**src/rtl/core/ftvp_pkg.sv**
```systemverilog
// Shared types and constants of the framed tag/value parser.
package ftvp_pkg;

  localparam int unsigned ByteW   = 8;
  localparam int unsigned ValueW  = 32;
  localparam int unsigned CfgIdxW = 4;
  localparam int unsigned CfgDataW = 8;

  // Configuration register indexes.
  typedef enum logic [CfgIdxW-1:0] {
    CFG_START_FIRST  = 4'd0,
    CFG_START_SECOND = 4'd1,
    CFG_END_FIRST    = 4'd2,
    CFG_END_SECOND   = 4'd3
  } ftvp_cfg_idx_e;

  // Parse phases, one-hot.
  typedef enum logic [8:0] {
    PH_START0 = 9'b0_0000_0001,
    PH_START1 = 9'b0_0000_0010,
    PH_TAG    = 9'b0_0000_0100,
    PH_DATA0  = 9'b0_0000_1000,
    PH_DATA1  = 9'b0_0001_0000,
    PH_DATA2  = 9'b0_0010_0000,
    PH_DATA3  = 9'b0_0100_0000,
    PH_END0   = 9'b0_1000_0000,
    PH_END1   = 9'b1_0000_0000
  } ftvp_phase_e;

  // The four marker bytes as seen by the parser.
  typedef struct packed {
    logic [ByteW-1:0] start_first;
    logic [ByteW-1:0] start_second;
    logic [ByteW-1:0] end_first;
    logic [ByteW-1:0] end_second;
  } ftvp_markers_t;

  // A completed frame leaving the parser.
  typedef struct packed {
    logic              valid;
    logic [ByteW-1:0]  tag;
    logic [ValueW-1:0] value;
  } ftvp_result_t;

endpackage

```
**src/rtl/core/ftvp_if.sv**
```systemverilog
// Valid/ready channel interfaces for received bytes and decoded frames.
interface ftvp_byte_if
  import ftvp_pkg::*;
();
  logic             valid;
  logic             ready;
  logic [ByteW-1:0] rx_byte;

  modport source (output valid, output rx_byte, input ready);
  modport sink (input valid, input rx_byte, output ready);
endinterface

interface ftvp_frame_if
  import ftvp_pkg::*;
();
  logic              valid;
  logic              ready;
  logic [ByteW-1:0]  frame_tag;
  logic [ValueW-1:0] frame_value;

  modport source (output valid, output frame_tag, output frame_value, input ready);
  modport sink (input valid, input frame_tag, input frame_value, output ready);
endinterface

```
**src/rtl/core/ftvp_cfg_regs.sv**
```systemverilog
// Marker byte configuration registers.
module ftvp_cfg_regs
  import ftvp_pkg::*;
(
  input  logic                clk_i,
  input  logic                rst_ni,
  input  logic                cfg_we_i,
  input  logic [CfgIdxW-1:0]  cfg_idx_i,
  input  logic [CfgDataW-1:0] cfg_data_i,
  output ftvp_markers_t       markers_o
);

  ftvp_markers_t markers_q, markers_d;

  // Decode the write; an index beyond the list is ignored.
  always_comb begin
    markers_d = markers_q;
    if (cfg_we_i) begin
      case (ftvp_cfg_idx_e'(cfg_idx_i))
        CFG_START_FIRST:  markers_d.start_first  = cfg_data_i[ByteW-1:0];
        CFG_START_SECOND: markers_d.start_second = cfg_data_i[ByteW-1:0];
        CFG_END_FIRST:    markers_d.end_first    = cfg_data_i[ByteW-1:0];
        CFG_END_SECOND:   markers_d.end_second   = cfg_data_i[ByteW-1:0];
        default: ;
      endcase
    end
  end

  always_ff @(posedge clk_i or negedge rst_ni) begin
    if (!rst_ni) begin
      markers_q <= '0;
    end else begin
      markers_q <= markers_d;
    end
  end

  assign markers_o = markers_q;

endmodule

```
**src/rtl/core/ftvp_parser.sv**
```systemverilog
// Frame phase machine with the held tag and value.
module ftvp_parser
  import ftvp_pkg::*;
(
  input  logic             clk_i,
  input  logic             rst_ni,
  input  logic             step_i,
  input  logic [ByteW-1:0] byte_i,
  input  ftvp_markers_t    markers_i,
  output ftvp_result_t     result_o
);

  ftvp_phase_e       phase_q, phase_d;
  logic [ByteW-1:0]  tag_q, tag_d;
  logic [ValueW-1:0] value_q, value_d;
  logic              hit;

  // Next phase and payload capture for the byte presented this cycle.
  always_comb begin
    phase_d = phase_q;
    tag_d   = tag_q;
    value_d = value_q;
    hit     = 1'b0;
    if (step_i) begin
      case (phase_q)
        PH_START0: phase_d = (byte_i == markers_i.start_first) ? PH_START1 : PH_START0;
        PH_START1: phase_d = (byte_i == markers_i.start_second) ? PH_TAG : PH_START0;
        PH_TAG: begin
          tag_d   = byte_i;
          value_d = '0;
          phase_d = PH_DATA0;
        end
        PH_DATA0: begin
          value_d = {byte_i, 24'd0};
          phase_d = PH_DATA1;
        end
        PH_DATA1: begin
          value_d = {value_q[31:24], byte_i, value_q[15:0]};
          phase_d = PH_DATA2;
        end
        PH_DATA2: begin
          value_d = {value_q[31:16], byte_i, value_q[7:0]};
          phase_d = PH_DATA3;
        end
        PH_DATA3: begin
          value_d = {value_q[31:8], byte_i};
          phase_d = PH_END0;
        end
        PH_END0: phase_d = (byte_i == markers_i.end_first) ? PH_END1 : PH_START0;
        PH_END1: begin
          hit     = (byte_i == markers_i.end_second);
          phase_d = PH_START0;
        end
        default: phase_d = PH_START0;
      endcase
    end
  end

  always_ff @(posedge clk_i or negedge rst_ni) begin
    if (!rst_ni) begin
      phase_q <= PH_START0;
      tag_q   <= '0;
      value_q <= '0;
    end else begin
      phase_q <= phase_d;
      tag_q   <= tag_d;
      value_q <= value_d;
    end
  end

  // A frame is complete when the second end marker matches.
  assign result_o.valid = hit;
  assign result_o.tag   = tag_q;
  assign result_o.value = value_q;

endmodule

```
**src/rtl/core/framed_tag_value_parser.sv**
```systemverilog
// Top level of the framed tag/value parser.
//
// Received bytes arrive one per beat on the rx channel; a decoded frame
// (tag byte and 32-bit value, first data byte in the top bits) leaves as one
// beat on the frame channel. A frame is two start markers, the tag, four
// value bytes and two end markers; the marker bytes are set through the
// write port (index 0..3), and the user is to set them only while the block
// is idle; the block itself does not enforce this. Each byte is first taken
// into an input register, then run through the phase machine into the output
// register, which takes a frame beat as its last end marker byte passes
// the phase machine. One byte is accepted every cycle while no frame beat
// is stalled. When the receiver stalls, the waiting frame beat holds in the
// output register, and one more byte is taken into the input register only
// if it is empty; then rx ready is low until the frame beat is taken.
// Reset empties both registers, clears the markers to zero and puts the
// parser back to hunting for the first start marker.
module framed_tag_value_parser
  import ftvp_pkg::*;
(
  input  logic                clk_i,
  input  logic                rst_ni,
  ftvp_byte_if.sink           rx,
  ftvp_frame_if.source        frame,
  input  logic                cfg_we_i,
  input  logic [CfgIdxW-1:0]  cfg_idx_i,
  input  logic [CfgDataW-1:0] cfg_data_i
);

  ftvp_markers_t     markers;
  ftvp_result_t      result;
  logic              in_valid_q;
  logic [ByteW-1:0]  in_byte_q;
  logic              out_valid_q;
  logic [ByteW-1:0]  out_tag_q;
  logic [ValueW-1:0] out_value_q;
  logic              out_free;
  logic              step;

  ftvp_cfg_regs u_cfg (
    .clk_i      (clk_i),
    .rst_ni     (rst_ni),
    .cfg_we_i   (cfg_we_i),
    .cfg_idx_i  (cfg_idx_i),
    .cfg_data_i (cfg_data_i),
    .markers_o  (markers)
  );

  // Handshake between the two registers.
  assign out_free = !out_valid_q || frame.ready;
  assign step     = in_valid_q && out_free;
  assign rx.ready = !in_valid_q || step;

  // Input register.
  always_ff @(posedge clk_i or negedge rst_ni) begin
    if (!rst_ni) begin
      in_valid_q <= 1'b0;
    end else if (rx.ready) begin
      in_valid_q <= rx.valid;
    end
  end

  always_ff @(posedge clk_i) begin
    if (rx.ready && rx.valid) begin
      in_byte_q <= rx.rx_byte;
    end
  end

  ftvp_parser u_parser (
    .clk_i     (clk_i),
    .rst_ni    (rst_ni),
    .step_i    (step),
    .byte_i    (in_byte_q),
    .markers_i (markers),
    .result_o  (result)
  );

  // Output register.
  always_ff @(posedge clk_i or negedge rst_ni) begin
    if (!rst_ni) begin
      out_valid_q <= 1'b0;
    end else if (out_free) begin
      out_valid_q <= result.valid;
    end
  end

  always_ff @(posedge clk_i) begin
    if (out_free && result.valid) begin
      out_tag_q   <= result.tag;
      out_value_q <= result.value;
    end
  end

  assign frame.valid       = out_valid_q;
  assign frame.frame_tag   = out_tag_q;
  assign frame.frame_value = out_value_q;

endmodule

```
**src/flat_wrapper.sv**
```systemverilog
// flat-port wrapper written by rule: the top's interface ports become plain ports
module framed_tag_value_parser_flat import ftvp_pkg::*;
  (clk_i, rst_ni, cfg_we_i, cfg_idx_i, cfg_data_i, rx_valid, rx_rx_byte, rx_ready, frame_valid, frame_frame_tag, frame_frame_value, frame_ready);
  ftvp_byte_if rx_i ();
  ftvp_frame_if frame_i ();
  input  logic clk_i;
  input  logic rst_ni;
  input  logic cfg_we_i;
  input  logic [CfgIdxW-1:0] cfg_idx_i;
  input  logic [CfgDataW-1:0] cfg_data_i;
  input wire logic [$bits(rx_i.valid)-1:0] rx_valid;
  input wire logic [$bits(rx_i.rx_byte)-1:0] rx_rx_byte;
  output wire logic [$bits(rx_i.ready)-1:0] rx_ready;
  output wire logic [$bits(frame_i.valid)-1:0] frame_valid;
  output wire logic [$bits(frame_i.frame_tag)-1:0] frame_frame_tag;
  output wire logic [$bits(frame_i.frame_value)-1:0] frame_frame_value;
  input wire logic [$bits(frame_i.ready)-1:0] frame_ready;
  assign rx_i.valid = rx_valid;
  assign rx_i.rx_byte = rx_rx_byte;
  assign rx_ready = rx_i.ready;
  assign frame_valid = frame_i.valid;
  assign frame_frame_tag = frame_i.frame_tag;
  assign frame_frame_value = frame_i.frame_value;
  assign frame_i.ready = frame_ready;
  framed_tag_value_parser u_core (.clk_i(clk_i), .rst_ni(rst_ni), .rx(rx_i), .frame(frame_i), .cfg_we_i(cfg_we_i), .cfg_idx_i(cfg_idx_i), .cfg_data_i(cfg_data_i));
endmodule
```
**config.mk**
```make
export PLATFORM = sky130hd
export DESIGN_NAME = framed_tag_value_parser_flat
export DESIGN_NICKNAME = d
export VERILOG_FILES = /design/src/rtl/core/ftvp_pkg.sv /design/src/rtl/core/ftvp_if.sv /design/src/rtl/core/ftvp_cfg_regs.sv /design/src/rtl/core/ftvp_parser.sv /design/src/rtl/core/framed_tag_value_parser.sv /design/src/flat_wrapper.sv
export SDC_FILE = /design/constraint.sdc
export NUM_CORES = 1
export LEC_CHECK = 0
export BUFFER_PORTS_ARGS = -buffer_cell sky130_fd_sc_hd__buf_2
export CAP_MARGIN = 40
export CELL_PAD_IN_SITES_DETAIL_PLACEMENT = 2
export CELL_PAD_IN_SITES_GLOBAL_PLACEMENT = 2
export CORE_MARGIN = 1
export CORE_UTILIZATION = 40
export CTS_CLUSTER_SIZE = 24
export DETAILED_ROUTE_END_ITERATION = 12
export PLACE_DENSITY_LB_ADDON = 0.12
export SLEW_MARGIN = 20
export SYNTH_ARGS = -nofsm -noshare
export SYNTH_HDL_FRONTEND = slang
export SYNTH_SLANG_ARGS = --single-unit
export TNS_END_PERCENT = 20
```
**constraint.sdc**
```tcl
create_clock -name clk_i -period 4.2 [get_ports clk_i]
set_input_delay 0.42 -clock clk_i [delete_from_list [all_inputs] [get_ports clk_i]]
set_output_delay 0.42 -clock clk_i [all_outputs]
set_load 0.01 [all_outputs]
```
### Word level (Yosys, flattened, before mapping)

Cells that the tools add are included.

| word-level totals | value |
|---|---|
| register bits | 131 |
| input bits | 25 |
| logic and storage cells | 62 |

| operators by class | value |
|---|---|
| equality and inequality tests | 16 |
| muxes and demuxes | 7 |
| bitwise gates (word level) | 3 |
| reductions and logical operators | 21 |

Operator list:

| cell | count |
|---|---|
| $pmux W32 S5 | 1 |
| $pmux W9 S8 | 1 |
| $eq A8 B8 Y1 | 4 |
| $reduce_and A4 Y1 | 3 |
| $reduce_and A2 Y1 | 5 |
| $eq A9 B1 Y1 const B | 1 |
| $eq A9 B2 Y1 const B | 1 |
| $eq A9 B3 Y1 const B | 1 |
| $eq A9 B4 Y1 const B | 1 |
| $eq A9 B5 Y1 const B | 1 |
| $eq A9 B6 Y1 const B | 1 |
| $eq A9 B7 Y1 const B | 1 |
| $eq A9 B8 Y1 const B | 1 |
| $eq A9 B9 Y1 const B | 1 |
| $mux W9 | 1 |
| $reduce_bool A3 Y1 | 3 |
| $eq A4 B2 Y1 const B | 2 |
| $reduce_and A5 Y1 | 1 |
| $eq A4 B1 Y1 const B | 1 |
| $logic_not A4 Y1 | 1 |
| $logic_and A1 B1 Y1 | 3 |
| $mux W3 | 1 |
| $not A1 Y1 | 3 |
| $logic_not A1 Y1 | 2 |
| other kinds (4) | 6 |

### Longest topological paths before layout

Gate-level depths: netlist of the first run.

| logic depth | value |
|---|---|
| depth in word-level cells | 5 |
| gate-level depth with buffers | 8 |

### Hierarchy

Synthesis of the first run repeated with hierarchy kept, for this count alone.

| unflattened totals | value |
|---|---|
| cells, all modules | 372 |
| area, all modules | 5,376.4 um2 |

By module, submodules not included:

| module | times used | cells each | area an instance (um2) |
|---|---|---|---|
| ftvp_parser | 1 | 243 | 2,576.2 |
| framed_tag_value_parser | 1 | 57 | 1,551.5 |
| ftvp_cfg_regs | 1 | 72 | 1,248.7 |

### Worst setup path after synthesis of the first run

Ideal clock, no wire load.

| timing path | value |
|---|---|
| path kind | reg2reg |
| start | register u_core.in_byte_q[5] |
| end | register u_core.out_tag_q[0] (netlist: u_core.frame.frame_tag[0]), enable pin |
| setup time | 437 ps |
| arrival time | 2,921 ps |
| data required time | 3,763 ps |
| setup slack | 841 ps |
| stages on the path, launching flop included | 6 |
| clock period less this slack | 3,359 ps |
| cell sequence | edfxtp_1 > clkbuf_1 > xnor2_1 > nand3_1 > or3_1 > nor2_1 |

| on the way | value |
|---|---|
| longest elaborated chain between the ends | 4 |

RTL lines:

| element | line | source |
|---|---|---|
| start, declared | framed_tag_value_parser.sv:32 | `logic [ByteW-1:0] in_byte_q;` |
| start signal, assigned | framed_tag_value_parser.sv:64 | `in_byte_q <= rx.rx_byte;` |
| $eq A8 B8 Y1 | ftvp_parser.sv:51 | `hit = (byte_i == markers_i.end_second);` |
| $mux W1 | ftvp_parser.sv:25 | `case (phase_q)` |
| $mux W1 | ftvp_parser.sv:24 | `if (step_i) begin` |
| $logic_and A1 B1 Y1 | framed_tag_value_parser.sv:87 | `if (out_free && result.valid) begin` |
| end signal, assigned | framed_tag_value_parser.sv:88 | `out_tag_q <= result.tag;` |
| end, declared | framed_tag_value_parser.sv:34 | `logic [ByteW-1:0] out_tag_q;` |

No other way between the ends.
A chain may end at the register's enable or synchronous reset.

### Final worst setup path of the first run

| timing path | value |
|---|---|
| start | register u_core.out_valid_q (netlist: u_core.frame.valid) |
| end | register u_core.u_parser.tag_q[4] |

| on the way | value |
|---|---|
| longest elaborated chain between the ends | 4 |

RTL lines:

| element | line | source |
|---|---|---|
| start, declared | framed_tag_value_parser.sv:33 | `logic out_valid_q;` |
| start signal, assigned | framed_tag_value_parser.sv:82 | `out_valid_q <= result.valid;` |
| $logic_not A1 Y1 | framed_tag_value_parser.sv:49 | `assign out_free = !out_valid_q \|\| frame.ready;` |
| $logic_or A1 B1 Y1 | framed_tag_value_parser.sv:49 |  |
| $logic_and A1 B1 Y1 | framed_tag_value_parser.sv:50 | `assign step = in_valid_q && out_free;` |
| $reduce_and A2 Y1 (no source line) | - |  |
| end signal, assigned | ftvp_parser.sv:66 | `tag_q <= tag_d;` |
| end, declared | ftvp_parser.sv:14 | `logic [ByteW-1:0] tag_q, tag_d;` |

No other way between the ends.

==> flow_summary.json, run 1 <==
{
  "yosysWarnings": 0,
  "synthArstFlopShare": 0.6336,
  "crit_fanout": 13,
  "max_freq_ghz": 0.4171,
  "tightestPinTransition_ns": 0.7899,
  "die_w_um": 116.4,
  "yosys.area_share.simple": 0.1119,
  "final_common_cell": "dfrtp_1",
  "netlist_instances": 376,
  "drive_gt1_frac": 0.3268,
  "start_util": 0.4129,
  "fill_cells": 1206,
  "status": "completed",
  "final_cell_mix": "dfrtp_1, buf_2, nand2_1",
  "synth_flop_cell": "dfrtp_1",
  "wl_um": 13170,
  "synth_top_family_by_area": "simple AND/OR/NAND/NOR gates",
  "antenna_found_initial": 0,
  "drtPass1Iterations": 4,
  "cts.clk_slew.worst_paths_ns": 0.06,
  "grt_setup_unrepaired": "false",
  "finalHoldViolCount": 0,
  "synth-xor-area-share": 0.05692,
  "syn_area_um2": 5231,
  "peakVddDrop_mv": 0.2456,
  "hold-worst-slack_ns": 0.1754,
  "drc": 0,
  "p_per_area_nw_per_um2": 528.0,
  "antenna_left": 0,
  "endpoint_kind": "flip-flop",
  "gp_congestion": 0.7811,
  "synth.avg_cell_area_um2": 13.91,
  "dp.cells": 596,
  "synthMuxAreaShare": 0.08610,
  "grt_first_pass_wirelength_um": 20920,
  "cp.arrival_ns": 2.70,
  "hp-class": "in2reg",
  "setup.worst_path.class": "reg2reg",
  "layoutNonFillerInstCount": 631,
  "leakage_uw": 0.002736,
  "nets": 471,
  "vias_per_cell": 5.125,
  "grt_pass1_vias": 3599,
  "fin_skew_ns": 0.008327,
  "cts_root_buffer": "clkbuf_16",
  "grt_overflow": 0,
  "post_cts.repair.setup_buffers": 0,
  "worst_skew_pair.late_latency_ns": 0.42,
  "rows": 41,
  "slew_headroom": 0.4734,
  "cts_tree": "yes",
  "chipHeight_um": 116.4,
  "syn_nets": 401,
  "dpl.hpwl_um": 9025,
  "setup_tns_ns": 0,
  "core-area_um2": 12670,
  "min_period_over_period": 0.5708,
  "crit_required_ns": 4.50,
  "ios": 67,
  "numCtsBuffers": 17,
  "synthToLayoutAreaGrowth_pct": 22.65,
  "cts.sinks": 131,
  "wl_per_cell_um": 20.87,
  "clockBufferDepth": 2,
  "synthDistinctLibCells": 43,
  "diodes": 0,
  "period_minus_slack_ns": 2.398,
  "drt_iter0_markers": 121,
  "place.port_buffers": 66,
  "grt_max_degree": 54,
  "synth_edf_count": 48,
  "grt_use_total": 0.2221,
  "synth_seq_cells": 131,
  "slew_viol_final": 0,
  "htreeDepth": 4,
  "startpoint_type": "flip-flop",
  "synth-compound-area-share": 0.05716,
  "cap_violations": 0,
  "num_vias": 3234,
  "finalSetupViolCount": 0,
  "synthAdderAreaFrac": 0,
  "yosysSeqAreaShare": 0.6728,
  "dieArea_um2": 13540,
  "cts_resized": 0
}
-- power breakdown --
group | total [uW] | internal (uW) | leakage (uW) | switching, uW
combinational | 274 | 143 | 0.000911 | 132
clock | 1610 | 1050 | 0.000296 | 558
sequential | 1510 | 1410 | 0.00153 | 96.8
-- stage by stage --
stage               area (um^2)  utilization  setup WS (ns)  power, uW
floorplan                  5231            -         0.8412       1686
global placement           5708       0.4505          1.599       1785
detailed placement         5756       0.4542          1.666       1802
CTS                        6404       0.5054          1.771       3424
global route               6416       0.5064          1.599       3515
finish                     6416       0.5064          1.802       3388
-- cells in the mapped netlist (2+ instances only) --
master	number	area [um^2]
or3_1	2	12.51
o21ai_0	11	55.05
nand3_1	12	60.06
clkbuf_1	17	63.81
mux2_2	40	450.4
nand2b_1	5	31.28
o41ai_1	2	17.52
nor4_1	7	43.79
nand4_1	4	25.02
nor3_2	2	20.02
and4_1	2	17.52
nand2_1	49	183.9
xnor2_1	10	87.58
a21o_1	2	15.01
and2_1	4	25.02
xor2_1	24	210.2
a22o_1	16	140.1
nor2b_1	2	12.51
edfxtp_1	48	1441
a21oi_1	3	15.01
buf_2	2	10.01
nor2_1	10	37.54
dfrtp_1	82	2052
-- logic make-up after synthesis --
| kind of cell | count (synthesis) |
|---|---|
| flip-flops | 131 |
| AND/OR/NAND/NOR | 110 |
| AO/OA/AOI/OAI | 41 |
| multiplexers | 40 |
| XOR/XNOR | 34 |
| buffers and inverters | 20 |
-- sequential cells by signal (all words and copies together), names as in the netlist, 8 cells and up --
signal,cells
u_core.u_parser.phase_q,9
u_core.u_cfg.markers_o,32
u_core.frame.frame_value,32
u_core.u_parser.tag_q,8
u_core.u_parser.value_q,32
u_core.frame.frame_tag,8
u_core.in_byte_q,8
-- worst max-delay path: stages (launching register included) --
cell      delay [ns]
dfrtp_1         0.40
nand2b_1        0.11
nand2_1         0.29
or3_4           0.50
nor4b_4         0.56
mux2_2          0.41
-- worst paths after layout --
| path | from | to | slack (ns) | cells after the start |
|---|---|---|---|---|
| worst max-delay path | u_core.frame.valid$_DFFE_PN0P_ | u_core.u_parser.tag_q[4]$_DFFE_PN0P_ | 1.80 | 5 |
| worst min-delay path | rx_rx_byte[2] | u_core.in_byte_q[2]$_DFFE_PP_ | 0.18 | 1 |
| worst max register to register | u_core.frame.valid$_DFFE_PN0P_ | u_core.u_parser.tag_q[4]$_DFFE_PN0P_ | 1.80 | 5 |
| worst min register to register | u_core.u_parser.value_q[27]$_DFFE_PN0P_ | u_core.frame.frame_value[27]$_DFFE_PP_ | 0.45 | 0 |
| max in group asynchronous | rst_ni | u_core.u_parser.phase_q[0]$_DFFE_PN1N_ | 3.09 | 3 |
| min in group asynchronous | rst_ni | u_core.u_cfg.markers_o[1]$_DFFE_PN0P_ | 0.49 | 2 |
-- layout make-up --
type,count,area [um^2],share of cell area
Clock inverter,14,209.0,0.03257
Timing Repair Buffer,71,402.9,0.06279
Tap cell,172,215.2,0.03354
Sequential cell,131,3520,0.5486
Multi-Input combinational cell,225,1640,0.2557
Clock buffer,18,429.2,0.06689
-- routing by layer --
metal	routed length, um	vias to the layer above	global-route usage
li1	-	1482	-
met1	5581	1646	0.2654
met2	6817	86	0.3830
met3	536	20	0.05864
met4	233	0	0.08547
met5	0	-	0
-- repair_timing --
| item | CTS | global route |
|---|---|---|
| hold buffers | 1 | 0 |
| endpoints found under the hold margin | 30 | 0 |
| setup endpoints to repair | 0 | 0 |
No activity file was read; power rests on OpenSTA's default activity.
==> run 2, diff against run 1 <==
--- a/config.mk
+++ b/config.mk
@@ -5,12 +5,13 @@
 export SDC_FILE = /design/constraint.sdc
 export NUM_CORES = 1
 export LEC_CHECK = 0
+export ABC_AREA = 1
 export BUFFER_PORTS_ARGS = -buffer_cell sky130_fd_sc_hd__buf_2
 export CAP_MARGIN = 40
 export CELL_PAD_IN_SITES_DETAIL_PLACEMENT = 2
 export CELL_PAD_IN_SITES_GLOBAL_PLACEMENT = 2
 export CORE_MARGIN = 1
-export CORE_UTILIZATION = 40
+export CORE_UTILIZATION = 33
 export CTS_CLUSTER_SIZE = 24
 export DETAILED_ROUTE_END_ITERATION = 12
 export PLACE_DENSITY_LB_ADDON = 0.12
==> constraint.sdc (replaced) <==
create_clock -name clk_i -period 2.2 [get_ports clk_i]
set_input_delay 0.22 -clock clk_i [delete_from_list [all_inputs] [get_ports clk_i]]
set_output_delay 0.22 -clock clk_i [all_outputs]
set_load 0.01 [all_outputs]
==> run 2 against run 1 <==
  * Global-route usage decreased by 3.1 points
  * First-iteration DRC count decreased by 9.9%
  * Clock skew increased by 0.0011 ns
  * Sequential power increased by 100%
  * Die area increased by 23%
  * Sequential share of layout area decreased by 1.7 points
  * Largest power group is now sequential cells
  * Sequential cell count unchanged
==> flow_summary.json, run 2 <==
{
  "status": "completed",
  "endpoint_kind": "flip-flop",
  "power_frac_clock": 0.424,
  "synth_seq_cells": 131,
  "rows": 46,
  "setup_tns_ns": 0,
  "peakVddDrop_mv": 0.5733,
  "post_cts.repair.setup_buffers": 0,
  "crit_fanout": 17,
  "worst-path-buf-inv": 3,
  "start_util": 0.3367,
  "combPwrFrac": 0.111,
  "grt_first_pass_wirelength_um": 23170,
  "slew_viol_final": 0,
  "synth_flop_cell": "dfrtp_1",
  "cts.clk_slew.worst_paths_ns": 0.06,
  "synth_top_area_cell": "dfrtp_1",
  "cts_tree": "yes",
  "reg2regPathDepth": 8,
  "clockBufferDepth": 2,
  "power_uw": 6661,
  "place.port_buffers": 66,
  "nets": 618,
  "gp_congestion": 0.7251,
  "cpMostUsedCell": "inv_1",
  "critical_path.top_delay_family": "simple AND/OR/NAND/NOR gates",
  "crit_cells": 8,
  "dieArea_um2": 16660,
  "setup.worst_path.class": "reg2reg",
  "core-area_um2": 15830,
  "cts.sinks": 131,
  "cp.arrival_ns": 2.18,
  "startpoint_type": "flip-flop",
  "switching_share": 0.2836,
  "synthToLayoutAreaGrowth_pct": 24.16,
  "syn_nets": 531,
  "leakage_uw": 0.003056,
  "antenna_left": 0,
  "yosysWarnings": 0,
  "period_minus_slack_ns": 1.898,
  "cp_slowest_stage_delay_ns": 0.41,
  "worstHoldPathCells": 3,
  "htreeDepth": 4,
  "final_cell_mix": "nand2_1, dfrtp_1, buf_2",
  "worst_skew_pair.late_latency_ns": 0.43,
  "netSwitchingPower_uw": 1889,
  "p_per_area_nw_per_um2": 1007,
  "yosys-top-cells-area": "dfrtp_1, edfxtp_1, nand2_1",
  "grt_max_degree": 63,
  "seq_power_share": 0.464,
  "drive_gt1_frac": 0.2079,
  "cpMaxStageDelayCell": "nand3_2",
  "synthArstFlopShare": 0.6336,
  "yosysSeqAreaShare": 0.6605,
  "finalHoldViolCount": 0,
  "fin_skew_ns": 0.009454,
  "yosys-top-cells-count": "nand2_1, dfrtp_1, o21ai_0",
  "num_vias": 3877,
  "ios": 67,
  "drc": 0,
  "grt_overflow": 0,
  "min_period_over_period": 0.8627,
  "numCtsBuffers": 17,
  "grt_pass1_vias": 4263,
  "synth.avg_cell_area_um2": 10.53,
  "wl_um": 14400,
  "slew_headroom": 0.5397,
  "setup_slack_ns": 0.3020,
  "synth_edf_count": 48,
  "cts_hold_buf": 9,
  "finalSetupViolCount": 0,
  "hp-class": "in2reg",
  "tightestPinTransition_ns": 0.6886,
  "netlist.area_leader.share": 0.3851,
  "syn_area_um2": 5329,
  "p_int_uw": 4772,
  "place_ws_ns": 0.2932,
  "die_w_um": 129.1,
  "drt_iter0_markers": 109,
  "dpl.hpwl_um": 10060,
  "diodes": 0,
  "grt_setup_unrepaired": "false",
  "wl_per_cell_um": 17.52,
  "antenna_found_initial": 0,
  "synthDistinctLibCells": 32,
  "max_freq_ghz": 0.5269,
  "cts_root_buffer": "clkbuf_16",
  "final_common_cell": "nand2_1",
  "yosysMostFrequentCell": "nand2_1",
  "vias_per_cell": 4.717,
  "worstPathCellList": "inv_1, nor2_1, inv_1, nand2_4, inv_2, nand3_2, nand2_1, o21ai_0",
  "drtPass1Iterations": 4,
  "netlist_instances": 506,
  "grt_use_total": 0.1910,
  "cts_resized": 0,
  "fill_cells": 1709,
  "chipHeight_um": 129.1,
  "crit_required_ns": 2.49,
  "cap_violations": 0
}
==> run 2: metal layers <==
metal,vias to the layer above,part of all wire,GRT usage
met2,69,0.52,0.3412
met5,-,0,0
li1,1836,-,-
met4,0,0.012,0.06228
met3,15,0.031,0.04418
met1,1957,0.44,0.2269
==> run 2: worst reg2reg max path: stages (launching register included) <==
cell and delay [ns]:
dfrtp_1 0.38, inv_1 0.05, nor2_1 0.05, inv_1 0.14
nand2_4 0.14, inv_2 0.26, nand3_2 0.42, nand2_1 0.21
o21ai_0 0.12
==> run 2: kinds of logic after synthesis <==
logic type,share of synthesized area
xor gates and xnor gates,0.02301
buffers and inverters,0.05917
and+or+nand+nor,0.1522
AOI/OAI and AO/OA,0.1052
DFF,0.6605
==> run 2: power groups by stage <==
| stage | Combinational, uW | Sequential [uW] | Clock [uW] |
|---|---|---|---|
| after floorplan | 528 | 3040 | 0 |
| after global placement | 697 | 3120 | 0 |
| after detailed placement | 732 | 3140 | 0 |
| after CTS | 760 | 3100 | 2890 |
| after global routing | 863 | 3130 | 2970 |
| final | 741 | 3090 | 2830 |
==> run 2: per-stage QoR <==
stage          std cells  utilization  hold WS, ns  instance area [um^2]
2_1_floorplan        506            -     -0.07559                  5336
3_3_place_gp         781       0.3751       0.1490                  5937
3_5_place_dp         781       0.3751       0.1536                  5937
4_1_cts              822       0.4180      0.01179                  6616
5_1_grt              822       0.4180      0.04489                  6616
6_report             822       0.4180      0.02525                  6616
==> run 2: worst paths after layout <==
check | start | to | slack [ns]
max | u_core.frame.valid$_DFFE_PN0P_ | u_core.u_parser.tag_q[3]$_DFFE_PN0P_ | 0.30
min | rx_valid | u_core.in_valid_q$_DFFE_PN0N_ | 0.03
max reg2reg | u_core.frame.valid$_DFFE_PN0P_ | u_core.u_parser.tag_q[3]$_DFFE_PN0P_ | 0.30
max in group asynchronous | rst_ni | u_core.u_cfg.markers_o[8]$_DFFE_PN0P_ | 1.27
min in group asynchronous | rst_ni | u_core.u_parser.tag_q[6]$_DFFE_PN0P_ | 0.25
min reg2reg | u_core.u_parser.value_q[26]$_DFFE_PN0P_ | u_core.frame.frame_value[26]$_DFFE_PP_ | 0.45
==> run 2: cell type report <==
| cell class | instances | area, um^2 | share of cell area |
|---|---|---|---|
| clock buffers | 17 | 425.4 | 0.06430 |
| inverters | 70 | 265.3 | 0.04009 |
| multi-input cells | 295 | 1501 | 0.2269 |
| clock inverters | 15 | 163.9 | 0.02477 |
| well taps | 216 | 270.3 | 0.04085 |
| repair buffers | 78 | 470.5 | 0.07110 |
| flip-flops and latches | 131 | 3520 | 0.5320 |
